**config.mk**
```make
export PLATFORM = sky130hd
export DESIGN_NAME = two_set_membership_table_unit
export DESIGN_NICKNAME = d
export VERILOG_FILES = /design/src/rtl/tsm_pkg.sv /design/src/rtl/tsm_store.sv /design/src/rtl/tsm_emit.sv /design/src/rtl/two_set_membership_table_unit.sv
export SDC_FILE = /design/constraint.sdc
export NUM_CORES = 2
export LEC_CHECK = 0
export ABC_AREA = 1
export BUFFER_PORTS_ARGS = -buffer_cell sky130_fd_sc_hd__buf_2
export CORE_AREA = 2 2 598 600
export DETAILED_ROUTE_END_ITERATION = 16
export DIE_AREA = 0 0 600 602
export GPL_TIMING_DRIVEN = 1
export SLEW_MARGIN = 20
export SYNTH_ARGS = -nofsm -noshare
export SYNTH_HDL_FRONTEND = slang
export SYNTH_HIERARCHICAL = 1
export SYNTH_SLANG_ARGS = --single-unit
```
**constraint.sdc**
```tcl
create_clock -name clk -period 6 [get_ports clk]
set_input_delay 0 -clock clk [delete_from_list [all_inputs] [get_ports clk]]
set_output_delay 0 -clock clk [all_outputs]
set_load 0.1 [all_outputs]
```
**src/rtl/tsm_pkg.sv**
```systemverilog
`default_nettype none
// ----------------------------------------------------------------------------
// tsm_pkg
// Request and status codes, widths and the control bundle shared by the
// two-set membership table modules.
// ----------------------------------------------------------------------------
package tsm_pkg;

    localparam int KEY_W       = 64;
    localparam int COUNT_W     = 5;
    localparam int MAX_RESULTS = 32;
    localparam int NUM_W       = 6;

    typedef logic [KEY_W-1:0]   key_t;
    typedef logic [COUNT_W-1:0] count_t;
    typedef logic [NUM_W-1:0]   num_t;

    localparam logic [2:0] REQ_INSERT   = 3'd0;
    localparam logic [2:0] REQ_REMOVE   = 3'd1;
    localparam logic [2:0] REQ_CONTAINS = 3'd2;
    localparam logic [2:0] REQ_UNION    = 3'd3;
    localparam logic [2:0] REQ_INTER    = 3'd4;
    localparam logic [2:0] REQ_DIFF     = 3'd5;
    localparam logic [2:0] REQ_LIST     = 3'd6;

    localparam logic [1:0] STATUS_OK     = 2'd0;
    localparam logic [1:0] STATUS_DUP    = 2'd1;
    localparam logic [1:0] STATUS_FULL   = 2'd2;
    localparam logic [1:0] STATUS_ABSENT = 2'd3;

    // sequencer to result stage
    typedef struct packed {
        logic       push;
        logic       fin;
        key_t       elem;
        logic       found;
        logic [1:0] status;
        count_t     count;
    } emit_ctl_t;

endpackage
`default_nettype wire

```
**src/rtl/tsm_store.sv**
```systemverilog
`default_nettype none
// ----------------------------------------------------------------------------
// tsm_store
// Key store of one set: one write port and one read port with registered
// read data.
// ----------------------------------------------------------------------------
module tsm_store
    import tsm_pkg::*;
#(
    parameter int DEPTH = 16,
    parameter int AW    = 4
)
(
    input  wire logic          clk,
    input  wire logic          wr_en,
    input  wire logic [AW-1:0] wr_addr,
    input  wire key_t          wr_data,
    input  wire logic          rd_en,
    input  wire logic [AW-1:0] rd_addr,
    output key_t               rd_data
);

    key_t mem [DEPTH];

    always_ff @(posedge clk)
    begin
        if (wr_en)
        begin
            mem[wr_addr] <= wr_data;
        end
    end

    always_ff @(posedge clk)
    begin
        if (rd_en)
        begin
            rd_data <= mem[rd_addr];
        end
    end

endmodule
`default_nettype wire

```
**src/rtl/tsm_emit.sv**
```systemverilog
`default_nettype none
// ----------------------------------------------------------------------------
// tsm_emit
// Result stage: holds the newest stream element back until the next one or
// the end of the request is known, so that last can be marked.
// ----------------------------------------------------------------------------
module tsm_emit
    import tsm_pkg::*;
(
    input  wire logic      clk,
    input  wire logic      rst_n,
    input  wire emit_ctl_t ctl,
    output logic           result_strobe,
    output key_t           elem_value,
    output logic           elem_valid,
    output logic           found,
    output logic [1:0]     status,
    output count_t         set_count,
    output logic           last
);

    logic       strobe_reg, strobe_next;
    logic       pend_v_reg, pend_v_next;
    key_t       pend_val_reg, pend_val_next;
    num_t       num_reg, num_next;
    key_t       value_reg, value_next;
    logic       valid_reg, valid_next;
    logic       found_reg, found_next;
    logic [1:0] status_reg, status_next;
    count_t     count_reg, count_next;
    logic       last_reg, last_next;

    always_comb
    begin
        strobe_next   = 1'b0;
        pend_v_next   = pend_v_reg;
        pend_val_next = pend_val_reg;
        num_next      = num_reg;
        value_next    = value_reg;
        valid_next    = valid_reg;
        found_next    = found_reg;
        status_next   = status_reg;
        count_next    = count_reg;
        last_next     = last_reg;

        // stream is cut once the item limit is reached
        if (ctl.push && (num_reg != NUM_W'(MAX_RESULTS)))
        begin
            if (pend_v_reg)
            begin
                strobe_next = 1'b1;
                value_next  = pend_val_reg;
                valid_next  = 1'b1;
                found_next  = 1'b0;
                status_next = STATUS_OK;
                count_next  = ctl.count;
                last_next   = 1'b0;
            end
            pend_v_next   = 1'b1;
            pend_val_next = ctl.elem;
            num_next      = num_reg + NUM_W'(1);
        end

        if (ctl.fin)
        begin
            strobe_next = 1'b1;
            count_next  = ctl.count;
            last_next   = 1'b1;
            if (pend_v_reg)
            begin
                value_next  = pend_val_reg;
                valid_next  = 1'b1;
                found_next  = 1'b0;
                status_next = STATUS_OK;
            end
            else
            begin
                value_next  = '0;
                valid_next  = 1'b0;
                found_next  = ctl.found;
                status_next = ctl.status;
            end
            pend_v_next = 1'b0;
            num_next    = '0;
        end
    end

    always_ff @(posedge clk or negedge rst_n)
    begin
        if (!rst_n)
        begin
            strobe_reg <= 1'b0;
            pend_v_reg <= 1'b0;
            num_reg    <= '0;
        end
        else
        begin
            strobe_reg <= strobe_next;
            pend_v_reg <= pend_v_next;
            num_reg    <= num_next;
        end
    end

    always_ff @(posedge clk)
    begin
        pend_val_reg <= pend_val_next;
        value_reg    <= value_next;
        valid_reg    <= valid_next;
        found_reg    <= found_next;
        status_reg   <= status_next;
        count_reg    <= count_next;
        last_reg     <= last_next;
    end

    assign result_strobe = strobe_reg;
    assign elem_value    = value_reg;
    assign elem_valid    = valid_reg;
    assign found         = found_reg;
    assign status        = status_reg;
    assign set_count     = count_reg;
    assign last          = last_reg;

    a_empty_is_last: assert property (@(posedge clk) disable iff (!rst_n)
        (result_strobe && !elem_valid) |-> last)
        else $error("item without element is not the last of its transaction");

    a_empty_is_zero: assert property (@(posedge clk) disable iff (!rst_n)
        (result_strobe && !elem_valid) |-> (elem_value == '0))
        else $error("item without element carries a value");

    a_num_bound: assert property (@(posedge clk) disable iff (!rst_n)
        num_reg <= NUM_W'(MAX_RESULTS))
        else $error("stream item count beyond limit");

endmodule
`default_nettype wire

```
**src/rtl/two_set_membership_table_unit.sv**
```systemverilog
`default_nettype none
// ----------------------------------------------------------------------------
// two_set_membership_table_unit
// Two sets of 64-bit keys with insert, remove, contains, union,
// intersection, difference and listing.
// ----------------------------------------------------------------------------
// A request is taken when start is high and busy is low; busy stays high
// until the request has produced its final result. Results come one per
// strobe and cannot be held off. Each set lives in its own memory with one
// read port, and every scan reads one entry per cycle. The result stage
// keeps one element back, so the last result of a transaction is on the
// ports in the first cycle that busy is low.
// ----------------------------------------------------------------------------
module two_set_membership_table_unit
    import tsm_pkg::*;
#(
    parameter int SET_DEPTH = 16
)
(
    input  wire logic        clk,
    input  wire logic        rst_n,
    input  wire logic        start,
    output logic             busy,
    input  wire logic [2:0]  req_type,
    input  wire logic        set_sel,
    input  wire key_t        key_value,
    output logic             result_strobe,
    output key_t             elem_value,
    output logic             elem_valid,
    output logic             found,
    output logic [1:0]       status,
    output count_t           set_count,
    output logic             last
);

    localparam int AW = (SET_DEPTH > 1) ? $clog2(SET_DEPTH) : 1;
    localparam int CW = $clog2(SET_DEPTH + 1);

    localparam logic [2:0] S_IDLE    = 3'd0;
    localparam logic [2:0] S_SRCH    = 3'd1;
    localparam logic [2:0] S_RMV     = 3'd2;
    localparam logic [2:0] S_WALK    = 3'd3;
    localparam logic [2:0] S_FETCH   = 3'd4;
    localparam logic [2:0] S_FETCH_W = 3'd5;
    localparam logic [2:0] S_FIN     = 3'd6;

    localparam logic SIDE_LEFT  = 1'b0;
    localparam logic SIDE_RIGHT = 1'b1;

    logic [2:0]    state_reg, state_next;
    logic [2:0]    req_reg, req_next;
    logic          sel_reg, sel_next;
    key_t          key_reg, key_next;
    logic [CW-1:0] lc_reg, lc_next;
    logic [CW-1:0] rc_reg, rc_next;
    logic [CW-1:0] first_count_reg, first_count_next;
    logic [CW-1:0] second_count_reg, second_count_next;
    logic [CW-1:0] scan_reg, scan_next;
    logic [CW-1:0] oi_reg, oi_next;
    logic [CW-1:0] wj_reg, wj_next;
    logic          rv_reg, rv_next;
    logic          phase_reg, phase_next;
    logic          rd_phys_reg, rd_phys_next;

    logic          rd_en;
    logic          rd_side;
    logic [CW-1:0] rd_idx;
    logic          wr_en;
    logic [CW-1:0] wr_idx;
    key_t          wr_data;
    key_t          a_rd_data;
    key_t          b_rd_data;
    key_t          rd_data;
    logic          a_wr_en;
    logic          b_wr_en;
    logic          cnt_we;
    logic [CW-1:0] cnt_wdata;
    logic          hit;
    logic          srch_right;
    logic [CW-1:0] srch_cnt;
    logic [CW-1:0] outer_cnt;
    logic [NUM_W-1:0] lc_ext;
    logic [NUM_W-1:0] nc_ext;
    emit_ctl_t     emit_ctl;

    assign rd_data    = rd_phys_reg ? b_rd_data : a_rd_data;
    assign srch_right = (req_reg == REQ_INTER) || (req_reg == REQ_DIFF);
    assign srch_cnt   = srch_right ? rc_reg : lc_reg;
    assign outer_cnt  = phase_reg ? rc_reg : lc_reg;
    assign hit        = rv_reg && (rd_data == key_reg);
    assign lc_ext     = NUM_W'(lc_reg);

    always_comb
    begin
        state_next        = state_reg;
        req_next          = req_reg;
        sel_next          = sel_reg;
        key_next          = key_reg;
        lc_next           = lc_reg;
        rc_next           = rc_reg;
        scan_next         = scan_reg;
        oi_next           = oi_reg;
        wj_next           = wj_reg;
        rv_next           = rv_reg;
        phase_next        = phase_reg;
        rd_en             = 1'b0;
        rd_side           = SIDE_LEFT;
        rd_idx            = scan_reg;
        wr_en             = 1'b0;
        wr_idx            = wj_reg;
        wr_data           = rd_data;
        cnt_we            = 1'b0;
        cnt_wdata         = lc_reg;
        nc_ext            = lc_ext;
        emit_ctl          = '0;
        emit_ctl.elem     = key_reg;
        emit_ctl.count    = lc_ext[COUNT_W-1:0];
        emit_ctl.status   = STATUS_OK;

        unique case (state_reg)
            S_IDLE:
            begin
                if (start)
                begin
                    req_next   = req_type;
                    sel_next   = set_sel;
                    key_next   = key_value;
                    lc_next    = set_sel ? second_count_reg : first_count_reg;
                    rc_next    = set_sel ? first_count_reg : second_count_reg;
                    scan_next  = '0;
                    oi_next    = '0;
                    rv_next    = 1'b0;
                    phase_next = 1'b0;
                    unique case (req_type)
                        REQ_INSERT, REQ_REMOVE, REQ_CONTAINS: state_next = S_SRCH;
                        REQ_UNION, REQ_LIST:                  state_next = S_WALK;
                        REQ_INTER, REQ_DIFF:                  state_next = S_FETCH;
                        default:                              state_next = S_FIN;
                    endcase
                end
            end

            // one entry read per cycle, compared the cycle after
            S_SRCH:
            begin
                rd_side = srch_right ? SIDE_RIGHT : SIDE_LEFT;
                if (hit || (scan_reg == srch_cnt))
                begin
                    rv_next = 1'b0;
                    unique case (req_reg)
                        REQ_CONTAINS:
                        begin
                            emit_ctl.fin   = 1'b1;
                            emit_ctl.found = hit;
                            state_next     = S_IDLE;
                        end
                        REQ_INSERT:
                        begin
                            emit_ctl.fin = 1'b1;
                            state_next   = S_IDLE;
                            if (hit)
                            begin
                                emit_ctl.found  = 1'b1;
                                emit_ctl.status = STATUS_DUP;
                            end
                            else if (lc_reg == CW'(SET_DEPTH))
                            begin
                                emit_ctl.status = STATUS_FULL;
                            end
                            else
                            begin
                                wr_en          = 1'b1;
                                wr_idx         = lc_reg;
                                wr_data        = key_reg;
                                cnt_we         = 1'b1;
                                cnt_wdata      = lc_reg + CW'(1);
                                nc_ext         = NUM_W'(cnt_wdata);
                                emit_ctl.count = nc_ext[COUNT_W-1:0];
                            end
                        end
                        REQ_REMOVE:
                        begin
                            if (hit)
                            begin
                                scan_next  = '0;
                                wj_next    = '0;
                                state_next = S_RMV;
                            end
                            else
                            begin
                                emit_ctl.fin    = 1'b1;
                                emit_ctl.status = STATUS_ABSENT;
                                state_next      = S_IDLE;
                            end
                        end
                        REQ_INTER:
                        begin
                            emit_ctl.push = hit;
                            oi_next       = oi_reg + CW'(1);
                            state_next    = S_FETCH;
                        end
                        REQ_UNION, REQ_DIFF:
                        begin
                            emit_ctl.push = !hit;
                            oi_next       = oi_reg + CW'(1);
                            state_next    = S_FETCH;
                        end
                        default:
                        begin
                            state_next = S_IDLE;
                        end
                    endcase
                end
                else
                begin
                    rd_en     = 1'b1;
                    rd_idx    = scan_reg;
                    scan_next = scan_reg + CW'(1);
                    rv_next   = 1'b1;
                end
            end

            // compaction: write back every entry that differs from the key
            S_RMV:
            begin
                rd_side = SIDE_LEFT;
                if (rv_reg && (rd_data != key_reg))
                begin
                    wr_en   = 1'b1;
                    wr_idx  = wj_reg;
                    wr_data = rd_data;
                    wj_next = wj_reg + CW'(1);
                end
                if (scan_reg != lc_reg)
                begin
                    rd_en     = 1'b1;
                    rd_idx    = scan_reg;
                    scan_next = scan_reg + CW'(1);
                    rv_next   = 1'b1;
                end
                else
                begin
                    rv_next = 1'b0;
                    if (rv_reg)
                    begin
                        cnt_we         = 1'b1;
                        cnt_wdata      = wj_next;
                        nc_ext         = NUM_W'(wj_next);
                        emit_ctl.fin   = 1'b1;
                        emit_ctl.found = 1'b1;
                        emit_ctl.count = nc_ext[COUNT_W-1:0];
                        state_next     = S_IDLE;
                    end
                end
            end

            S_WALK:
            begin
                rd_side = SIDE_LEFT;
                if (rv_reg)
                begin
                    emit_ctl.push = 1'b1;
                    emit_ctl.elem = rd_data;
                end
                if (scan_reg != lc_reg)
                begin
                    rd_en     = 1'b1;
                    rd_idx    = scan_reg;
                    scan_next = scan_reg + CW'(1);
                    rv_next   = 1'b1;
                end
                else
                begin
                    rv_next = 1'b0;
                    if (!rv_reg)
                    begin
                        if (req_reg == REQ_UNION)
                        begin
                            phase_next = 1'b1;
                            oi_next    = '0;
                            state_next = S_FETCH;
                        end
                        else
                        begin
                            emit_ctl.fin = 1'b1;
                            state_next   = S_IDLE;
                        end
                    end
                end
            end

            // outer loop of union second half, intersection and difference
            S_FETCH:
            begin
                rd_side = phase_reg ? SIDE_RIGHT : SIDE_LEFT;
                if (oi_reg == outer_cnt)
                begin
                    emit_ctl.fin = 1'b1;
                    state_next   = S_IDLE;
                end
                else
                begin
                    rd_en      = 1'b1;
                    rd_idx     = oi_reg;
                    state_next = S_FETCH_W;
                end
            end

            S_FETCH_W:
            begin
                key_next   = rd_data;
                scan_next  = '0;
                rv_next    = 1'b0;
                state_next = S_SRCH;
            end

            S_FIN:
            begin
                emit_ctl.fin = 1'b1;
                state_next   = S_IDLE;
            end

            default:
            begin
                state_next = S_IDLE;
            end
        endcase

        first_count_next  = first_count_reg;
        second_count_next = second_count_reg;
        if (cnt_we)
        begin
            if (sel_reg)
            begin
                second_count_next = cnt_wdata;
            end
            else
            begin
                first_count_next = cnt_wdata;
            end
        end

        rd_phys_next = rd_en ? (rd_side ^ sel_reg) : rd_phys_reg;
    end

    assign a_wr_en = wr_en && !sel_reg;
    assign b_wr_en = wr_en && sel_reg;
    assign busy    = (state_reg != S_IDLE);

    always_ff @(posedge clk or negedge rst_n)
    begin
        if (!rst_n)
        begin
            state_reg        <= S_IDLE;
            first_count_reg  <= '0;
            second_count_reg <= '0;
            rv_reg           <= 1'b0;
            phase_reg        <= 1'b0;
        end
        else
        begin
            state_reg        <= state_next;
            first_count_reg  <= first_count_next;
            second_count_reg <= second_count_next;
            rv_reg           <= rv_next;
            phase_reg        <= phase_next;
        end
    end

    always_ff @(posedge clk)
    begin
        req_reg     <= req_next;
        sel_reg     <= sel_next;
        key_reg     <= key_next;
        lc_reg      <= lc_next;
        rc_reg      <= rc_next;
        scan_reg    <= scan_next;
        oi_reg      <= oi_next;
        wj_reg      <= wj_next;
        rd_phys_reg <= rd_phys_next;
    end

    tsm_store #(
        .DEPTH (SET_DEPTH),
        .AW    (AW)
    ) u_first_store (
        .clk     (clk),
        .wr_en   (a_wr_en),
        .wr_addr (wr_idx[AW-1:0]),
        .wr_data (wr_data),
        .rd_en   (rd_en),
        .rd_addr (rd_idx[AW-1:0]),
        .rd_data (a_rd_data)
    );

    tsm_store #(
        .DEPTH (SET_DEPTH),
        .AW    (AW)
    ) u_second_store (
        .clk     (clk),
        .wr_en   (b_wr_en),
        .wr_addr (wr_idx[AW-1:0]),
        .wr_data (wr_data),
        .rd_en   (rd_en),
        .rd_addr (rd_idx[AW-1:0]),
        .rd_data (b_rd_data)
    );

    tsm_emit u_emit (
        .clk           (clk),
        .rst_n         (rst_n),
        .ctl           (emit_ctl),
        .result_strobe (result_strobe),
        .elem_value    (elem_value),
        .elem_valid    (elem_valid),
        .found         (found),
        .status        (status),
        .set_count     (set_count),
        .last          (last)
    );

    a_push_fin_excl: assert property (@(posedge clk) disable iff (!rst_n)
        !(emit_ctl.push && emit_ctl.fin))
        else $error("element and end of transaction in the same cycle");

    a_count_bound: assert property (@(posedge clk) disable iff (!rst_n)
        (first_count_reg <= CW'(SET_DEPTH)) && (second_count_reg <= CW'(SET_DEPTH)))
        else $error("set count beyond depth");

    a_write_busy: assert property (@(posedge clk) disable iff (!rst_n)
        (a_wr_en || b_wr_en) |-> busy)
        else $error("store write while idle");

    a_last_gap: assert property (@(posedge clk) disable iff (!rst_n)
        (result_strobe && last) |=> !result_strobe)
        else $error("result right after the last of a transaction");

endmodule
`default_nettype wire

```
==> results.txt <==
Die Width: 600 um
Post-CTS resize count: 0
Final WL: 323 mm
Crit path buf inv count: 5
Nature of the critical path startpoint: flip-flop
Critical Path Most Common Cell: nand2_1
Mapped Area: 0.106 sq mm
Largest net degree at the start of global routing: 164
Tot GR Track Use: 17.4%
CTS tree: yes
Clock Tree Buf Depth: 4
Setup CP Type: flip-flop to flip-flop
Setup ws final: 314 ps
TNS Setup: 0 ps
Critical path cell sequence: buf_12 -> nand2_1 -> nand2_1 -> inv_1 -> nand2_1 -> nand2_1 -> nor2_1 -> nand2_1 -> nor2_1 -> nand2_1 -> nor2_1 -> nand3_2 -> buf_4 -> nand3_1 -> nor2_4 -> o22ai_1 -> buf_4 -> nand3_1 -> nor2_4 -> buf_4
Status: completed
HP Class: primary input to flip-flop
Number of global-route vias before repair: 67800
Unrepaired setup endpoints after global routing: false
H-tree levels: 5
Fraction of layout cells with a size suffix above 1: 8.21%
Pwr Density: 535 mW/mm^2
Max_slew headroom: 23.9%
Wire length per cell: 20.9 um
Top Registers: u_first_store/mem x1024, u_second_store/mem x1024
Place WS: 467 ps
CTS Sinks: 2431
Row count: 219
Clk slew on worst S/H paths: 60 ps
Layout Nets: 10600
Syn Area/Cell: 10.4 sq um
Num CTS Buffers: 273
Detailed Routing Iterations Pass 1: 6
I/O pins: 147
EDFF count, synth: 2407
Routed via count: 72800
Post-synth top flop: edfxtp_1
Worst slew pin tran: 1140 ps
Crit-path max FO: 65
Ys async rst share: 0.946%
Area growth, synth to finish: 15.6%
Number of I/O port buffers: 146
Register area share after synthesis: 68.6%
First-pass GRT wire length: 467 mm
Gp weighted congestion: 0.845
Syn nets: 10300
CP delay by family, top: simple AND/OR/NAND/NOR gates
Core ar.: 0.355 sq mm
Clock skew: 88.2 ps
Antenna Nets Post-Route: 0
Iter 0 DRT Violations: 8313
Initial core utilization: 29.9%
Post-synthesis cell type count: 38
Clk Latency, worst-skew pair: 920 ps
Worst stage delay on the critical path: 690 ps
Max cap viols: 0
Die area: 0.361 sq mm
DRC viols: 0
Critical path arrival: 6190 ps
Final Max Tran Viols: 0
Min Hold Slack: 50.9 ps
CP Data Required Time: 6510 ps
Max frequency: 176 MHz
Global route total overflow: 0
Root buffer cell: clkbuf_16
DP Wirelength: 185 mm
Tmin final: 5690 ps
Leak: 50.8 nW
Initial antenna violation count: 9
Synth warn: 6
Slowest-stage cell, CP: buf_4
Cell count after synthesis: 10200
Flops & latches, synth: 2431
DR vias/cell: 4.71
CP Capture Type: flip-flop
Tcrit/Tclk final: 94.8%
Number of post-CTS setup repair buffers: 0
Setup violators final: 0
Hold_buf cts: 89
Fin. Hold Viols: 0
Die Span Y: 602 um
Max VDD drop: 515 uV
==> cell families after synthesis <==
group,after synthesis,share of synthesized area (%)
and+or+nand+nor,5218,20.5
DFF,2431,68.6
buffers and inverters,2287,9.24
AOI/OAI and AO/OA,268,1.33
xor gates and xnor gates,25,0.206
adders and majority gates,7,0.0825
==> per-stage QoR <==
stage               total power [mW]  cells  util [%]  cell area (sq um)
global placement                49.1  14900      31.8             113000
floorplan                       39.7  10200         -             106000
finish                          65.7  15500      34.6             123000
CTS                             65.9  15500      34.6             123000
global route                    68.7  15500      34.6             123000
detailed placement              49.2  14900      31.8             113000
==> worst paths after layout <==
check                      cells after the start                              endpoint  slack, ps                     start
hold / removal                                 4                 key_reg[16]$_DFFE_PP_         50             key_value[16]
max in group asynchronous                      4        u_emit/result_strobe$_DFF_PN0_       5620                     rst_n
min in group asynchronous                      4              state_reg[1]$_DFFE_PN0P_        170                     rst_n
hold reg to reg                                2              u_emit/last$_SDFFE_PP1P_        460  u_emit/last$_SDFFE_PP1P_
setup / recovery                              20  u_second_store/mem[12][20]$_DFFE_PP_        310     rd_phys_reg$_DFFE_PP_
setup reg to reg                              20  u_second_store/mem[12][20]$_DFFE_PP_        310     rd_phys_reg$_DFFE_PP_
==> metal layers <==
metal | global-route usage [%] | up-vias | share of wire [%]
met5 | 0 | - | 0.0040
met4 | 6.95 | 2 | 4.3
met3 | 2.55 | 474 | 8.5
met2 | 27.2 | 3209 | 45
met1 | 24.1 | 35400 | 42
li1 | - | 33700 | -
==> report_power, final <==
part | total (mW) | switching (mW) | internal (mW)
sequential | 24.1 | 0.480 | 23.6
combinational | 24.9 | 19.2 | 5.67
clock | 16.7 | 6.99 | 9.71
==> cell usage after synthesis (15+ instances only) <==
| cell type | count | share of area [%] |
|---|---|---|
| a21oi_1 | 95 | 0.45 |
| nor2_1 | 268 | 0.95 |
| xor2_1 | 15 | 0.12 |
| o21ai_0 | 128 | 0.60 |
| nand2_1 | 3279 | 12 |
| inv_1 | 1779 | 6.3 |
| dfrtp_1 | 23 | 0.54 |
| a31oi_1 | 32 | 0.19 |
| buf_1 | 27 | 0.095 |
| buf_2 | 247 | 1.2 |
| clkbuf_1 | 82 | 0.29 |
| edfxtp_1 | 2407 | 68 |
| buf_6 | 100 | 1.1 |
| buf_4 | 40 | 0.28 |
| nand3_1 | 1613 | 7.6 |
| nand3b_1 | 29 | 0.21 |
==> tightest hold or removal path: stages <==
cell,delay [ps]
dlygate4sd3_1,510
buf_2,90
nor2_1,80
a31oi_1,160
==> layout by cell type, fill, tap and decap left out, types with 10 or more instances in the layout <==
cell type	instances
nand2_1	3277
edfxtp_1	2407
inv_1	1774
nand3_1	1613
clkbuf_16	278
nor2_1	234
buf_4	177
buf_2	146
o21ai_0	123
dlygate4sd3_1	88
buf_12	61
clkinv_1	59
clkbuf_1	54
a21oi_2	50
a21oi_1	45
nor2_4	35
clkinv_2	35
a31oi_1	32
nand3b_1	29
bufinv_16	26
dfrtp_1	23
inv_6	15
xor2_1	15
nand4_1	12
xnor2_1	10
==> final cells by class <==
type | instances | area (sq um)
Sequential cell | 2431 | 72900
Tap cell | 4751 | 5940
Clock inverter | 155 | 1680
Timing Repair Buffer | 473 | 4190
Multi-Input combinational cell | 5518 | 24000
Clock buffer | 333 | 7170
Antenna cell | 6 | 15.0
Inverter | 1790 | 6820
Fill cell | 35000 | 232000
No activity file was read; power rests on OpenSTA's default activity.
